--- src/rtl/core/x10m_pkg.sv ---
// Shared types, codes and sizes of the meter frame transmitter.
package x10m_pkg;

    localparam int unsigned FRAME_W   = 48;
    localparam int unsigned BITPOS_W  = 6;
    localparam int unsigned DUR_W     = 16;
    localparam int unsigned TICK_W    = DUR_W + 1;
    localparam int unsigned REP_W     = 4;
    localparam int unsigned CFG_IDX_W = 3;
    localparam int unsigned CFG_DAT_W = 16;
    localparam int unsigned Q_DEPTH   = 2;
    localparam int unsigned Q_AW      = 1;

    localparam logic [2:0] PH_IDLE     = 3'd0;
    localparam logic [2:0] PH_START_HI = 3'd1;
    localparam logic [2:0] PH_START_LO = 3'd2;
    localparam logic [2:0] PH_BIT_HI   = 3'd3;
    localparam logic [2:0] PH_BIT_LO   = 3'd4;
    localparam logic [2:0] PH_STOP_HI  = 3'd5;
    localparam logic [2:0] PH_STOP_LO  = 3'd6;
    localparam logic [2:0] PH_GAP      = 3'd7;

    localparam logic [CFG_IDX_W-1:0] CFG_START_HIGH = 3'd0;
    localparam logic [CFG_IDX_W-1:0] CFG_START_LOW  = 3'd1;
    localparam logic [CFG_IDX_W-1:0] CFG_BIT_SHORT  = 3'd2;
    localparam logic [CFG_IDX_W-1:0] CFG_BIT_LONG   = 3'd3;
    localparam logic [CFG_IDX_W-1:0] CFG_GAP        = 3'd4;
    localparam logic [CFG_IDX_W-1:0] CFG_REPEAT     = 3'd5;
    localparam logic [CFG_IDX_W-1:0] CFG_LED        = 3'd6;

    localparam logic [7:0] KIND_COUNT0   = 8'h00;
    localparam logic [7:0] KIND_INTERVAL = 8'h01;
    localparam logic [7:0] KIND_COUNT2   = 8'h02;
    localparam logic [7:0] KIND_EMPTY3   = 8'h03;
    localparam logic [7:0] KIND_EMPTY4   = 8'h04;
    localparam logic [7:0] KIND_COUNT11  = 8'h0B;
    localparam logic [7:0] KIND_EMPTY12  = 8'h0C;
    localparam logic [7:0] KIND_EMPTY13  = 8'h0D;
    localparam logic [7:0] KIND_EMPTY14  = 8'h0E;
    localparam logic [7:0] KIND_ADDR_IVL = 8'h0F;

    localparam logic [7:0]  IVL_DEFAULT = 8'h01;
    localparam logic [23:0] COUNT_MAX   = 24'hFFFFFF;

    typedef struct packed {
        logic [DUR_W-1:0] start_high;
        logic [DUR_W-1:0] start_low;
        logic [DUR_W-1:0] bit_short;
        logic [DUR_W-1:0] bit_long;
        logic [DUR_W-1:0] gap;
        logic [REP_W-1:0] repeat_count;
        logic             led_enable;
    } t_cfg;

    typedef struct packed {
        logic               send;
        logic [FRAME_W-1:0] frame;
    } t_cmd_beat;

    typedef struct packed {
        logic tx_level;
        logic led_level;
        logic busy_res;
        logic send_accepted;
    } t_result;

    typedef struct packed {
        logic                sending;
        logic [2:0]          phase;
        logic [REP_W-1:0]    reps;
        logic [BITPOS_W-1:0] bitpos;
        logic [TICK_W-1:0]   ticks;
    } t_line;

endpackage

--- src/rtl/core/x10m_front.sv ---
// Front end: frame assembly and the command queue toward the line sequencer.
module x10m_front (
    input  logic                 i_clk,
    input  logic                 i_rst_n,
    input  logic                 push,
    output logic                 full,
    input  logic                 i_cmd,
    input  logic [7:0]           i_meter_address,
    input  logic [7:0]           i_packet_kind,
    input  logic signed [31:0]   i_meter_value,
    input  logic                 i_take,
    output logic                 o_avail,
    output x10m_pkg::t_cmd_beat  o_beat
);
    import x10m_pkg::*;

    t_cmd_beat        r_mem [Q_DEPTH];
    logic [Q_AW-1:0]  r_wp, r_rp, n_wp, n_rp;
    logic [Q_AW:0]    r_cnt, n_cnt;

    logic [31:0] uv;
    logic [7:0]  code;
    logic [7:0]  b0, b1, b2, b3, b4, b5;
    logic [3:0]  typ, psum;
    logic        wr;
    t_cmd_beat   beat_in;

    always_comb begin
        uv = i_meter_value;
        if (!i_meter_value[31] && (i_meter_value[30:0] > 31'(COUNT_MAX))) begin
            uv = '0;
        end
        code = ((uv[31:8] == 24'd0) && $onehot(uv[7:0])) ? uv[7:0] : IVL_DEFAULT;
        b0 = i_meter_address;
        b1 = {~i_meter_address[7:4], i_meter_address[3:0]};
        b2 = '0;
        b3 = '0;
        b4 = '0;
        typ = i_packet_kind[3:0];
        case (i_packet_kind) inside
            KIND_INTERVAL: begin
                b2 = code;
            end
            KIND_ADDR_IVL: begin
                b2 = i_meter_address;
                b3 = code;
            end
            KIND_EMPTY3, KIND_EMPTY4, KIND_EMPTY12, KIND_EMPTY13, KIND_EMPTY14: begin
            end
            KIND_COUNT0, KIND_COUNT2, KIND_COUNT11: begin
                b4 = uv[23:16];
                b2 = uv[15:8];
                b3 = uv[7:0];
            end
            default: begin
                typ = 4'd0;
                b4 = uv[23:16];
                b2 = uv[15:8];
                b3 = uv[7:0];
            end
        endcase
        psum = typ + b0[7:4] + b0[3:0] + b1[7:4] + b1[3:0] + b2[7:4] + b2[3:0]
             + b3[7:4] + b3[3:0] + b4[7:4] + b4[3:0];
        b5 = {typ, ~psum};
        beat_in.send  = i_cmd;
        beat_in.frame = {b0, b1, b2, b3, b4, b5};
    end

    assign full    = (r_cnt == (Q_AW + 1)'(Q_DEPTH));
    assign o_avail = (r_cnt != '0);
    assign o_beat  = r_mem[r_rp];
    assign wr      = push && !full;

    always_comb begin
        n_wp  = wr ? r_wp + Q_AW'(1) : r_wp;
        n_rp  = i_take ? r_rp + Q_AW'(1) : r_rp;
        n_cnt = r_cnt + (Q_AW + 1)'(wr) - (Q_AW + 1)'(i_take);
    end

    always_ff @(posedge i_clk) begin
        if (!i_rst_n) begin
            r_wp  <= '0;
            r_rp  <= '0;
            r_cnt <= '0;
        end else begin
            r_wp  <= n_wp;
            r_rp  <= n_rp;
            r_cnt <= n_cnt;
        end
    end

    always_ff @(posedge i_clk) begin
        if (wr) begin
            r_mem[r_wp] <= beat_in;
        end
    end

endmodule

--- src/rtl/core/x10m_back.sv ---
// Back end: pulse-distance line sequencer, one beat or one skipped phase per cycle while the result queue is not full.
module x10m_back (
    input  logic                i_clk,
    input  logic                i_rst_n,
    input  x10m_pkg::t_cfg      i_cfg,
    input  logic                i_avail,
    input  x10m_pkg::t_cmd_beat i_beat,
    output logic                o_take,
    input  logic                i_out_full,
    output logic                o_push,
    output x10m_pkg::t_result   o_result
);
    import x10m_pkg::*;

    t_line              r_line, n_line;
    logic [FRAME_W-1:0] r_frame, n_frame;
    logic               r_skip, n_skip;
    logic               r_acc, n_acc;

    t_line st, adv, res_line;
    logic  res_acc;

    function automatic t_line advance(t_line s, t_cfg c, logic [FRAME_W-1:0] f);
        t_line               n;
        logic [BITPOS_W-1:0] sh;
        logic [BITPOS_W-1:0] nb;
        logic                bitv;
        n    = s;
        sh   = BITPOS_W'(FRAME_W - 1) - s.bitpos;
        nb   = s.bitpos + BITPOS_W'(1);
        bitv = (s.bitpos < BITPOS_W'(FRAME_W)) ? f[sh] : 1'b0;
        unique case (s.phase)
            PH_START_HI: begin
                n.phase = PH_START_LO;
                n.ticks = TICK_W'(c.start_low);
            end
            PH_START_LO: begin
                n.phase  = PH_BIT_HI;
                n.bitpos = '0;
                n.ticks  = TICK_W'(c.bit_short);
            end
            PH_BIT_HI: begin
                n.phase = PH_BIT_LO;
                n.ticks = TICK_W'(c.bit_short) + (bitv ? TICK_W'(c.bit_long) : '0);
            end
            PH_BIT_LO: begin
                n.bitpos = nb;
                n.phase  = (nb < BITPOS_W'(FRAME_W)) ? PH_BIT_HI : PH_STOP_HI;
                n.ticks  = TICK_W'(c.bit_short);
            end
            PH_STOP_HI: begin
                n.phase = PH_STOP_LO;
                n.ticks = TICK_W'(c.bit_short) + TICK_W'(c.bit_long);
            end
            PH_STOP_LO: begin
                n.phase = PH_GAP;
                n.ticks = TICK_W'(c.gap);
            end
            PH_GAP: begin
                n.reps = s.reps - REP_W'(1);
                if (n.reps != '0) begin
                    n.phase = PH_START_HI;
                    n.ticks = TICK_W'(c.start_high);
                end else begin
                    n.phase   = PH_IDLE;
                    n.ticks   = '0;
                    n.sending = 1'b0;
                    n.bitpos  = '0;
                end
            end
            default: begin
                n.phase   = PH_IDLE;
                n.ticks   = '0;
                n.sending = 1'b0;
            end
        endcase
        return n;
    endfunction

    always_comb begin
        o_take   = 1'b0;
        o_push   = 1'b0;
        n_line   = r_line;
        n_frame  = r_frame;
        n_skip   = r_skip;
        n_acc    = r_acc;
        st       = r_line;
        adv      = advance(r_line, i_cfg, r_frame);
        res_line = r_line;
        res_acc  = r_acc;
        if (!i_out_full) begin
            if (r_skip) begin
                n_line   = adv;
                res_line = adv;
                if (!(adv.sending && (adv.ticks == '0))) begin
                    o_push = 1'b1;
                    n_skip = 1'b0;
                end
            end else if (i_avail) begin
                o_take  = 1'b1;
                res_acc = 1'b0;
                if (i_beat.send) begin
                    if (!st.sending) begin
                        res_acc   = 1'b1;
                        n_frame   = i_beat.frame;
                        st.bitpos = '0;
                        if (i_cfg.repeat_count != '0) begin
                            st.reps    = i_cfg.repeat_count;
                            st.sending = 1'b1;
                            st.phase   = PH_START_HI;
                            st.ticks   = TICK_W'(i_cfg.start_high);
                        end
                    end
                end else if (st.sending && (st.ticks != '0)) begin
                    st.ticks = st.ticks - TICK_W'(1);
                end
                n_line   = st;
                n_acc    = res_acc;
                res_line = st;
                if (st.sending && (st.ticks == '0)) begin
                    n_skip = 1'b1;
                end else begin
                    o_push = 1'b1;
                end
            end
        end
        o_result.tx_level = res_line.sending && ((res_line.phase == PH_START_HI)
                          || (res_line.phase == PH_BIT_HI) || (res_line.phase == PH_STOP_HI));
        o_result.led_level     = res_line.sending && i_cfg.led_enable;
        o_result.busy_res      = res_line.sending;
        o_result.send_accepted = res_acc;
    end

    always_ff @(posedge i_clk) begin
        if (!i_rst_n) begin
            r_line  <= '{sending: 1'b0, phase: PH_IDLE, reps: '0, bitpos: '0, ticks: '0};
            r_frame <= '0;
            r_skip  <= 1'b0;
            r_acc   <= 1'b0;
        end else begin
            r_line  <= n_line;
            r_frame <= n_frame;
            r_skip  <= n_skip;
            r_acc   <= n_acc;
        end
    end

endmodule

--- src/rtl/core/x10m_outq.sv ---
// Result queue between the line sequencer and the result port.
module x10m_outq (
    input  logic              i_clk,
    input  logic              i_rst_n,
    input  logic              i_push,
    input  x10m_pkg::t_result i_result,
    output logic              o_full,
    input  logic              pop,
    output logic              empty,
    output x10m_pkg::t_result o_result
);
    import x10m_pkg::*;

    t_result          r_mem [Q_DEPTH];
    logic [Q_AW-1:0]  r_wp, r_rp;
    logic [Q_AW:0]    r_cnt;
    logic             rd, wr;

    assign o_full   = (r_cnt == (Q_AW + 1)'(Q_DEPTH));
    assign empty    = (r_cnt == '0);
    assign o_result = r_mem[r_rp];
    assign wr       = i_push && !o_full;
    assign rd       = pop && !empty;

    always_ff @(posedge i_clk) begin
        if (!i_rst_n) begin
            r_wp  <= '0;
            r_rp  <= '0;
            r_cnt <= '0;
        end else begin
            if (wr) begin
                r_wp <= r_wp + Q_AW'(1);
            end
            if (rd) begin
                r_rp <= r_rp + Q_AW'(1);
            end
            r_cnt <= r_cnt + (Q_AW + 1)'(wr) - (Q_AW + 1)'(rd);
        end
    end

    always_ff @(posedge i_clk) begin
        if (wr) begin
            r_mem[r_wp] <= i_result;
        end
    end

endmodule

--- src/rtl/core/x10_rf_meter_frame_transmitter.sv ---
// Top level of the meter frame transmitter: registers, front, sequencer and result queue.
//
// Each beat is either a timing tick or a send request; the block returns one result
// beat per input beat, showing the line and lamp levels after that beat. A 2-deep
// command queue feeds the sequencer and a 2-deep result queue decouples the pop side,
// so a beat is taken every cycle while the result side keeps up. The exception is a
// beat that ends a line phase: the sequencer then steps through each phase that
// follows, up to the first phase of nonzero duration or idle, and takes no beat
// meanwhile. With zero durations this can run through every phase of each remaining
// repeat, 15 repeats at most. Registers are written through the configuration
// channel, which is always ready; the user must write them only while no send is in
// progress, and the block itself does not enforce it.
module x10_rf_meter_frame_transmitter (
    input  logic                            i_clk,
    input  logic                            i_rst_n,
    input  logic                            i_cfg_valid,
    output logic                            o_cfg_ready,
    input  logic [x10m_pkg::CFG_IDX_W-1:0]  i_cfg_index,
    input  logic [x10m_pkg::CFG_DAT_W-1:0]  i_cfg_data,
    input  logic                            push,
    output logic                            full,
    input  logic                            i_cmd,
    input  logic [7:0]                      i_meter_address,
    input  logic [7:0]                      i_packet_kind,
    input  logic signed [31:0]              i_meter_value,
    output logic                            empty,
    input  logic                            pop,
    output logic                            o_tx_level,
    output logic                            o_led_level,
    output logic                            o_busy_res,
    output logic                            o_send_accepted
);
    import x10m_pkg::*;

    t_cfg      r_cfg;
    t_cmd_beat beat;
    t_result   back_res, head_res;
    logic      cmd_avail, cmd_take, res_push, res_full;

    assign o_cfg_ready = 1'b1;

    always_ff @(posedge i_clk) begin
        if (!i_rst_n) begin
            r_cfg.start_high   <= 16'd9000;
            r_cfg.start_low    <= 16'd4500;
            r_cfg.bit_short    <= 16'd560;
            r_cfg.bit_long     <= 16'd1120;
            r_cfg.gap          <= 16'd40000;
            r_cfg.repeat_count <= 4'd1;
            r_cfg.led_enable   <= 1'b0;
        end else if (i_cfg_valid) begin
            unique case (i_cfg_index)
                CFG_START_HIGH: r_cfg.start_high   <= i_cfg_data;
                CFG_START_LOW:  r_cfg.start_low    <= i_cfg_data;
                CFG_BIT_SHORT:  r_cfg.bit_short    <= i_cfg_data;
                CFG_BIT_LONG:   r_cfg.bit_long     <= i_cfg_data;
                CFG_GAP:        r_cfg.gap          <= i_cfg_data;
                CFG_REPEAT:     r_cfg.repeat_count <= i_cfg_data[REP_W-1:0];
                CFG_LED:        r_cfg.led_enable   <= i_cfg_data[0];
                default: begin
                end
            endcase
        end
    end

    x10m_front u_front (
        .i_clk           (i_clk),
        .i_rst_n         (i_rst_n),
        .push            (push),
        .full            (full),
        .i_cmd           (i_cmd),
        .i_meter_address (i_meter_address),
        .i_packet_kind   (i_packet_kind),
        .i_meter_value   (i_meter_value),
        .i_take          (cmd_take),
        .o_avail         (cmd_avail),
        .o_beat          (beat)
    );

    x10m_back u_back (
        .i_clk      (i_clk),
        .i_rst_n    (i_rst_n),
        .i_cfg      (r_cfg),
        .i_avail    (cmd_avail),
        .i_beat     (beat),
        .o_take     (cmd_take),
        .i_out_full (res_full),
        .o_push     (res_push),
        .o_result   (back_res)
    );

    x10m_outq u_outq (
        .i_clk    (i_clk),
        .i_rst_n  (i_rst_n),
        .i_push   (res_push),
        .i_result (back_res),
        .o_full   (res_full),
        .pop      (pop),
        .empty    (empty),
        .o_result (head_res)
    );

    assign o_tx_level      = head_res.tx_level;
    assign o_led_level     = head_res.led_level;
    assign o_busy_res      = head_res.busy_res;
    assign o_send_accepted = head_res.send_accepted;

    a_idle_line_low: assert property (@(posedge i_clk) disable iff (!i_rst_n)
        (!empty && !o_busy_res) |-> !o_tx_level)
        else $error("line high while not sending");

    a_lamp_only_busy: assert property (@(posedge i_clk) disable iff (!i_rst_n)
        (!empty && o_led_level) |-> o_busy_res)
        else $error("lamp on while not sending");

    a_reset_empty: assert property (@(posedge i_clk)
        $past(!i_rst_n) |-> (empty && !full))
        else $error("queues not cleared by reset");

endmodule
--- config.mk ---
export PLATFORM = sky130hd
export DESIGN_NAME = x10_rf_meter_frame_transmitter
export DESIGN_NICKNAME = d
export VERILOG_FILES = /design/src/rtl/core/x10m_pkg.sv /design/src/rtl/core/x10m_front.sv /design/src/rtl/core/x10m_back.sv /design/src/rtl/core/x10m_outq.sv /design/src/rtl/core/x10_rf_meter_frame_transmitter.sv
export SDC_FILE = /design/constraint.sdc
export NUM_CORES = 1
export LEC_CHECK = 0
export CORE_ASPECT_RATIO = 1.25
export CORE_MARGIN = 8
export CORE_UTILIZATION = 32
export DETAILED_ROUTE_END_ITERATION = 10
export DONT_BUFFER_PORTS = 1
export GPL_TIMING_DRIVEN = 0
export PLACE_DENSITY = 0.48
export SYNTH_ARGS = -nofsm -noshare
export SYNTH_HDL_FRONTEND = slang
export SYNTH_SLANG_ARGS = --single-unit
--- constraint.sdc ---
create_clock -name i_clk -period 12.6 [get_ports i_clk]
set_input_delay 2.52 -clock i_clk [delete_from_list [all_inputs] [get_ports i_clk]]
set_output_delay 2.52 -clock i_clk [all_outputs]
set_load 0.1 [all_outputs]
### Word level (Yosys, flattened, before mapping)

Memory sizes are Yosys's and may differ from the RTL's. A register that Yosys moved wholly into a read port is not among the register bits.
Index checks and enable logic that the tools add are counted.
W data, S select, Z words.

| storage, ports and cells | value |
|---|---|
| bits in writable memories | 106 |
| output and inout bits | 7 |
| bits of input ports | 73 |
| word-level logic and storage cells | 208 |
| memories | 2 |
| register bits after elaboration | 174 |

Memory list:

| name | depth | bits a word | rd ports | clocked after Yosys merged registers in | write ports | line | source |
|---|---|---|---|---|---|---|---|
| u_front.r_mem | 2 | 49 | 1 | 1 | 1 | x10m_front.sv:17 | `t_cmd_beat r_mem [Q_DEPTH];` |
| u_outq.r_mem | 2 | 4 | 1 | 1 | 1 | x10m_outq.sv:14 | `t_result r_mem [Q_DEPTH];` |

| cells by class | value |
|---|---|
| reduce and logical (&&, ||, !) cells | 44 |
| eq/ne operators | 32 |
| bitwise logic cells | 5 |
| muxes and demuxes | 69 |
| add/sub/neg operators | 31 |
| order comparisons | 4 |

Operators by type and width:

| cell | number |
|---|---|
| $mux W31 | 4 |
| $mux W17 | 6 |
| $pmux W17 S6 | 1 |
| $mux W8 | 11 |
| $mux W14 | 4 |
| $add A4 B4 Y4 | 13 |
| $eq A8 B4 Y1 const B | 5 |
| $logic_not A17 Y1 | 2 |
| $mux W16 | 2 |
| $mux W32 | 1 |
| $gt A31 B24 Y1 const B | 1 |
| $mux W1 | 29 |
| $eq A3 B3 Y1 const B | 8 |
| $logic_not A24 Y1 | 1 |
| $pmux W3 S7 | 1 |
| $mux W4 | 5 |
| $pmux W6 S3 | 1 |
| $add A16 B16 Y17 | 1 |
| $add A16 B17 Y17 | 1 |
| $reduce_bool A17 Y1 | 1 |
| $sub A17 B1 Y17 const B | 1 |
| $eq A8 B2 Y1 const B | 2 |
| $reduce_and A2 Y1 | 8 |
| $eq A3 B2 Y1 const B | 5 |
| 39 further kinds | 71 |

### Longest topological paths before layout

| logic depth | value |
|---|---|
| depth after elaboration | 17 |
| mapped depth | 34 |

### By module

A second synthesis with hierarchy kept.

| second synthesis, totals | value |
|---|---|
| cells, all modules | 1568 |
| area total of the unflattened synthesis | 15039.4 µm² |

Modules (own cells, without submodules):

| module | sequential area each (µm²) | cells each | instances | area each (µm²) |
|---|---|---|---|---|
| x10m_back | 1621.6 | 836 | 1 | 6202.2 |
| x10m_front | 2802.7 | 369 | 1 | 4993.5 |
| x10_rf_meter_frame_transmitter | 1701.6 | 324 | 1 | 3321.9 |
| x10m_outq | 340.3 | 39 | 1 | 521.8 |

### Worst setup path before layout

Ideal clock, no wire load.

| timing | value |
|---|---|
| path kind | in2reg |
| start point | input i_meter_value[27] |
| end point | memory u_front.r_mem[0][3] (netlist bit), data pin |
| arrival | 9.891 ns |
| required time | 12.336 ns |
| slack | 2.445 ns |
| stages | 30 |
| library setup time | 0.264 ns |
| cell sequence | nor4_1 -> a21o_1 -> clkbuf_1 -> nand2_1 -> inv_1 -> ha_1 -> inv_1 -> fa_1 -> fa_1 -> inv_1 -> ha_1 -> fa_1 -> nor4_1 -> nand2_1 -> a211oi_1 -> nand2_1 -> fa_1 -> fa_1 -> fa_1 -> fa_1 -> inv_1 -> fa_1 -> ha_1 -> xnor2_1 -> xnor2_1 -> xnor2_1 -> xnor2_1 -> xnor2_1 -> xnor2_1 -> xnor2_1 |

| on the way | value |
|---|---|
| word-level cells in the longest chain between the ends | 17 |

RTL lines:

| what | line | source |
|---|---|---|
| from (decl) | x10_rf_meter_frame_transmitter.sv:25 | `input logic signed [31:0] i_meter_value,` |
| $gt A31 B24 Y1 | x10m_front.sv:30 | `if (!i_meter_value[31] && (i_meter_value[30:0] > 31'(COUNT_MAX))) begin` |
| $logic_and A1 B1 Y1 | x10m_front.sv:30 |  |
| $mux W32 * | x10m_front.sv:30 |  |
| $add A1 B1 Y2 (not written as such) | x10m_front.sv:33 | `code = ((uv[31:8] == 24'd0) && $onehot(uv[7:0])) ? uv[7:0] : IVL_DEFAULT;` |
| $add A4 B4 Y4 (not written as such) (2 in series) | x10m_front.sv:33 |  |
| $eq A4 B1 Y1 | x10m_front.sv:33 |  |
| $logic_and A1 B1 Y1 | x10m_front.sv:33 |  |
| $mux W8 | x10m_front.sv:33 |  |
| $mux W8 | x10m_front.sv:40 | `case (i_packet_kind) inside` |
| $add A4 B4 Y4 (2 in series) | x10m_front.sv:62 | `psum = typ + b0[7:4] + b0[3:0] + b1[7:4] + b1[3:0] + b2[7:4] + b2[3:0]` |
| $add A4 B4 Y4 (3 in series) | x10m_front.sv:63 | `+ b3[7:4] + b3[3:0] + b4[7:4] + b4[3:0];` |
| $add A4 B4 Y4 * | x10m_front.sv:63 |  |
| $not A4 Y4 * | x10m_front.sv:64 | `b5 = {typ, ~psum};` |
| net u_front.b5[3] | x10m_front.sv:23 | `logic [7:0] b0, b1, b2, b3, b4, b5;` |
| to (decl) | x10m_front.sv:17 |  |

Mark *: on every way through the listed nets, which the timed path passes. The rest lies on a longest branch.

### Worst setup path in the final report

| timing | value |
|---|---|
| start point | input i_meter_value[27] |
| end point | memory u_front.r_mem[1][3] (netlist bit), data pin |

RTL lines:

| what | line |
|---|---|
| $gt A31 B24 Y1 | x10m_front.sv:30 |
| $logic_and A1 B1 Y1 | x10m_front.sv:30 |
| $mux W32 * | x10m_front.sv:30 |
| $add A1 B1 Y2 (not written as such) | x10m_front.sv:33 |
| $add A4 B4 Y4 (not written as such) (2 in series) | x10m_front.sv:33 |
| $eq A4 B1 Y1 | x10m_front.sv:33 |
| $logic_and A1 B1 Y1 | x10m_front.sv:33 |
| $mux W8 | x10m_front.sv:33 |
| $mux W8 * (2 in series) | x10m_front.sv:40 |
| net u_front.b3[2] | x10m_front.sv:23 |
| $add A4 B4 Y4 * (3 in series) | x10m_front.sv:63 |
| $not A4 Y4 * | x10m_front.sv:64 |
| net u_front.b5[3] | x10m_front.sv:23 |

Marks and branches as above.

==> reports/results.md <==
| Item | This run |
|:---|:---|
| Status | complete, no violations |
| Port Buf Inserts | 0 |
| Normalized max-slew margin | 14.7% |
| Top library cells by usage in the layout, fill and taps aside | sky130_fd_sc_hd__nand2_1 (234), sky130_fd_sc_hd__dfxtp_1 (172), sky130_fd_sc_hd__nor2_1 (123), sky130_fd_sc_hd__a21oi_1 (103), sky130_fd_sc_hd__edfxtp_1 (98) |
| Distinct cell type count after synthesis | 94 |
| Worst min-delay path category | reg2reg |
| Net count reported at finish | 1,728 |
| Quantity of hold-fixing buffers added after cts | 0 |
| Cell occurring most often along the worst timing path | sky130_fd_sc_hd__fa_1 |
| Share of the synthesized area in the top cell type | 23.8% |
| Sum of negative setup slack | 0 ns |
| Commonest non-fill, non-tap cell in the layout | sky130_fd_sc_hd__nand2_1 |
| Vias after detailed routing | 12.0k |
| Seq cells post-synth | 270 |
| # diodes | 0 |
| Synthesis warning total | 0 |
| Post-cts resize count | 0 |
| Ports | 80 |
| CP Launch Type | input pin |
| DRT iter0 DRCs | 622 |
| Number of standard cells after synthesis | 1,560 |
| Setup slack of the critical path after layout | 2.02 ns |
| Crit path max-delay cell type | sky130_fd_sc_hd__fa_1 |
| Library cell occupying the most area in the post-synthesis netlist | sky130_fd_sc_hd__dfxtp_1 |
| Most used DFF post-synth | sky130_fd_sc_hd__dfxtp_1 |
| Clk pin slew, worst setup/hold paths | 0.06 ns |
| Die area | 52,400 um2 |
| Number of DRC violations after detailed routing | 0 |
| Unrepaired setup endpoints after global routing | no |
| CTS H-tree lvls | 1 |
| Count of fill cells added during filler insertion | 4,657 |
| Pwr dens | 204 nW/um2 |
| Buffers from clock root to sink, at most | 3 |
| Worst-Margin Slew | 1.27 ns |
| Setup WS pre-CTS | 1.37 ns |
| Layout cell share with drive strength beyond 1 | 7.23% |
| CTS Buf Count | 30 |
| Longest individual stage delay on the worst path | 0.55 ns |
| First-pass GRT wire length | 72,300 um |
| Footprint of the multi-input gates | 7400 um2 |
| Final-report hold violation count | 0 |
| Number of vias per cell after detailed routing | 5.44 |
| Site Rows | 87 |
| Clock root buffer master | sky130_fd_sc_hd__clkbuf_16 |
| Tmin final | 10.58 ns |
| Maximum number of pins on one net before global-route repair | 35 |
| CTS sink count | 270 |
| Worst Path Max Fanout | 10 |
| Netlist area before placement | 14,500 um2 |
| Gp weighted congestion | 0.966 |
| Cell leakage power | 5.88 nW |
| Count of buffering cells on the critical path with inverters included | 6 |
| Layout Area Growth over Synthesis | 12.4% |
| X dimension of the die | 206 um |
| Vertical die dimension | 254 um |
| Data arrival time of the critical path | 10.94 ns |
| # setup viols final | 0 |
| Final count of pins violating max slew | 0 |
| Type of the setup path with the least slack | in2reg |
| Post-CTS setup repair buffer count | 0 |
| Cell family with the largest share of critical-path delay | adder cells |
| Data required, critical path | 12.96 ns |
| Residual antenna-violating net count after detailed routing | 0 |
| Antenna violations before repair | 0 |
| First-pass DRT Iterations | 5 |
| Routed wirelength normalized by instance count | 21.6 um |
| Max IR drop VDD | 0.000115 V |
| Overall routed net length | 47,600 um |
| Number of enable flip-flop cells after synthesis | 98 |
| CORE AREA | 45,000 um2 |
| Critical Path End Type | register |
| Clock latency on the worst-skew pair | 0.57 ns |
| HPWL after DPL | 36,500 um |
| Highest Clock Rate | 0.0945 GHz |
| Register area | 6390 um2 |
| Final clock period utilization by the worst path | 84.0% |
| Post-Synthesis Net Count | 1,691 |
| Effective utilization at floorplan | 32.2% |
| Post-synthesis sequential area ratio | 44.1% |
| TritonCTS clock tree | done |
| Share of flip-flops with an asynchronous set or reset | 0% |
| Synth area leaders | sky130_fd_sc_hd__dfxtp_1 (24%), sky130_fd_sc_hd__edfxtp_1 (20%), sky130_fd_sc_hd__nand2_1 (6.1%) |
| Total gr overflow | 0 |
| Vias in the first global route | 12.2k |
| Overall routing resource usage | 18.1% |
| Mean Syn Cell Area | 9.29 um2 |
| Worst clock skew | 0.0182 ns |
| Maximum capacitance violations | 0 |
layout make-up:
cell class                      instances  area share [%]
Multi-Input combinational cell       1112            45.4
Buffer                                 92            2.47
Clock inverter                         17            1.08
Tap cell                              578            4.44
Inverter                               86            1.98
Clock buffer                           37            4.90
Sequential cell                       270            39.2
Timing Repair Buffer                    5           0.484
through the flow:
step / std cells / cell area, um2 / hold slack, ns / power, mW / utilization, %
after floorplan: 1560 / 14500 / 0.432 / 2.12 / -
after global placement: 2138 / 15200 / 0.439 / 2.44 / 33.9
after detailed placement: 2143 / 15300 / 0.451 / 2.47 / 34.1
after CTS: 2197 / 16300 / 0.459 / 3.36 / 36.2
after global routing: 2197 / 16300 / 0.471 / 3.52 / 36.2
final: 2197 / 16300 / 0.457 / 3.32 / 36.2
per-layer routing:
| layer | GRT usage (%) | vias to the layer above | share of wire, % | wire [um] |
|---|---|---|---|---|
| met5 | 0 | - | 0 | 0 |
| met4 | 9.33 | 0 | 5.2 | 2480 |
| met3 | 2.21 | 119 | 4.3 | 2060 |
| met2 | 33.7 | 347 | 52 | 24700 |
| met1 | 19.8 | 5803 | 39 | 18400 |
| li1 | - | 5688 | - | - |
final timing paths:
kind,depth (start not counted),end,slack (ns),startpoint
setup / recovery,31,u_front.r_mem[1][3]$_DFFE_PP_,2.02,i_meter_value[27]
hold / removal,2,r_cfg[66]$_SDFFE_PN0P_,0.46,r_cfg[66]$_SDFFE_PN0P_
setup reg to reg,22,u_outq.r_cnt[1]$_SDFF_PN0_,5.89,u_back.r_line[18]$_SDFFE_PN0P_
hold reg to reg,2,r_cfg[66]$_SDFFE_PN0P_,0.46,r_cfg[66]$_SDFFE_PN0P_
flip-flops by register name, indices dropped and copies added, names as in the netlist, 2 cells and up, named ones only:
signal	count
r_cfg	85
u_front.r_cnt	2
u_outq.r_mem	8
u_back.r_frame	44
u_front.r_mem	90
u_outq.r_cnt	2
u_back.r_line	31
synth_stat cells (4+ instances only):
cell type / instances
sky130_fd_sc_hd__clkbuf_1: 75
sky130_fd_sc_hd__nand3_1: 41
sky130_fd_sc_hd__a21o_1: 8
sky130_fd_sc_hd__nand3b_1: 6
sky130_fd_sc_hd__nand2_1: 234
sky130_fd_sc_hd__and3_1: 10
sky130_fd_sc_hd__a22o_1: 5
sky130_fd_sc_hd__mux4_2: 13
sky130_fd_sc_hd__buf_2: 8
sky130_fd_sc_hd__buf_6: 4
sky130_fd_sc_hd__a21oi_1: 103
sky130_fd_sc_hd__o21ai_0: 67
sky130_fd_sc_hd__fa_1: 22
sky130_fd_sc_hd__mux2i_1: 55
sky130_fd_sc_hd__mux2_2: 7
sky130_fd_sc_hd__a211oi_1: 62
sky130_fd_sc_hd__xnor2_1: 25
sky130_fd_sc_hd__o311a_1: 7
sky130_fd_sc_hd__nand2b_1: 7
sky130_fd_sc_hd__a31oi_1: 6
sky130_fd_sc_hd__inv_1: 85
sky130_fd_sc_hd__a22oi_1: 16
sky130_fd_sc_hd__a221o_1: 4
sky130_fd_sc_hd__nor4b_1: 5
sky130_fd_sc_hd__dfxtp_1: 172
sky130_fd_sc_hd__o221ai_1: 5
sky130_fd_sc_hd__nand4_1: 9
sky130_fd_sc_hd__a221oi_1: 13
sky130_fd_sc_hd__or3_1: 6
sky130_fd_sc_hd__o311ai_0: 4
sky130_fd_sc_hd__nor2_1: 125
sky130_fd_sc_hd__xor2_1: 8
sky130_fd_sc_hd__edfxtp_1: 98
sky130_fd_sc_hd__and2_1: 34
sky130_fd_sc_hd__nor2b_1: 14
sky130_fd_sc_hd__ha_1: 36
sky130_fd_sc_hd__nor3_1: 24
sky130_fd_sc_hd__nor4_1: 24
sky130_fd_sc_hd__o211ai_1: 15
sky130_fd_sc_hd__o21a_1: 8
kinds of logic (layout without fill, tap and decap cells):
kind of cell	after synthesis	after routing	share of synthesized area, %
AOI/OAI and AO/OA	369	369	17.1
adders and majority gates	59	59	6.21
and+or+nand+nor	574	574	19.1
DFF	270	270	44.1
buffers and inverters	178	237	5.01
other	1	1	0.0259
xor gates and xnor gates	33	33	1.99
muxes	76	76	6.46
report_power, final:
group          internal, mW  leakage (nW)  switching, mW  total [mW]
Clock                 0.526         0.472          0.349       0.875
Combinational         0.468          3.08          0.794        1.26
Sequential             1.09          2.34         0.0952        1.19
Total                  2.09          5.88           1.24        3.32
worst register-to-register path, delay by kind of cell, from the launching register on:
kind	cells	cell delay, ns
xor+xnor	2	0.30
compound gates	6	1.82
simple gates	8	1.52
buf+inv	2	0.89
flops	1	0.54
fa+ha+maj	2	0.57
mux	2	0.92
Power figures use the tool's default switching activity.
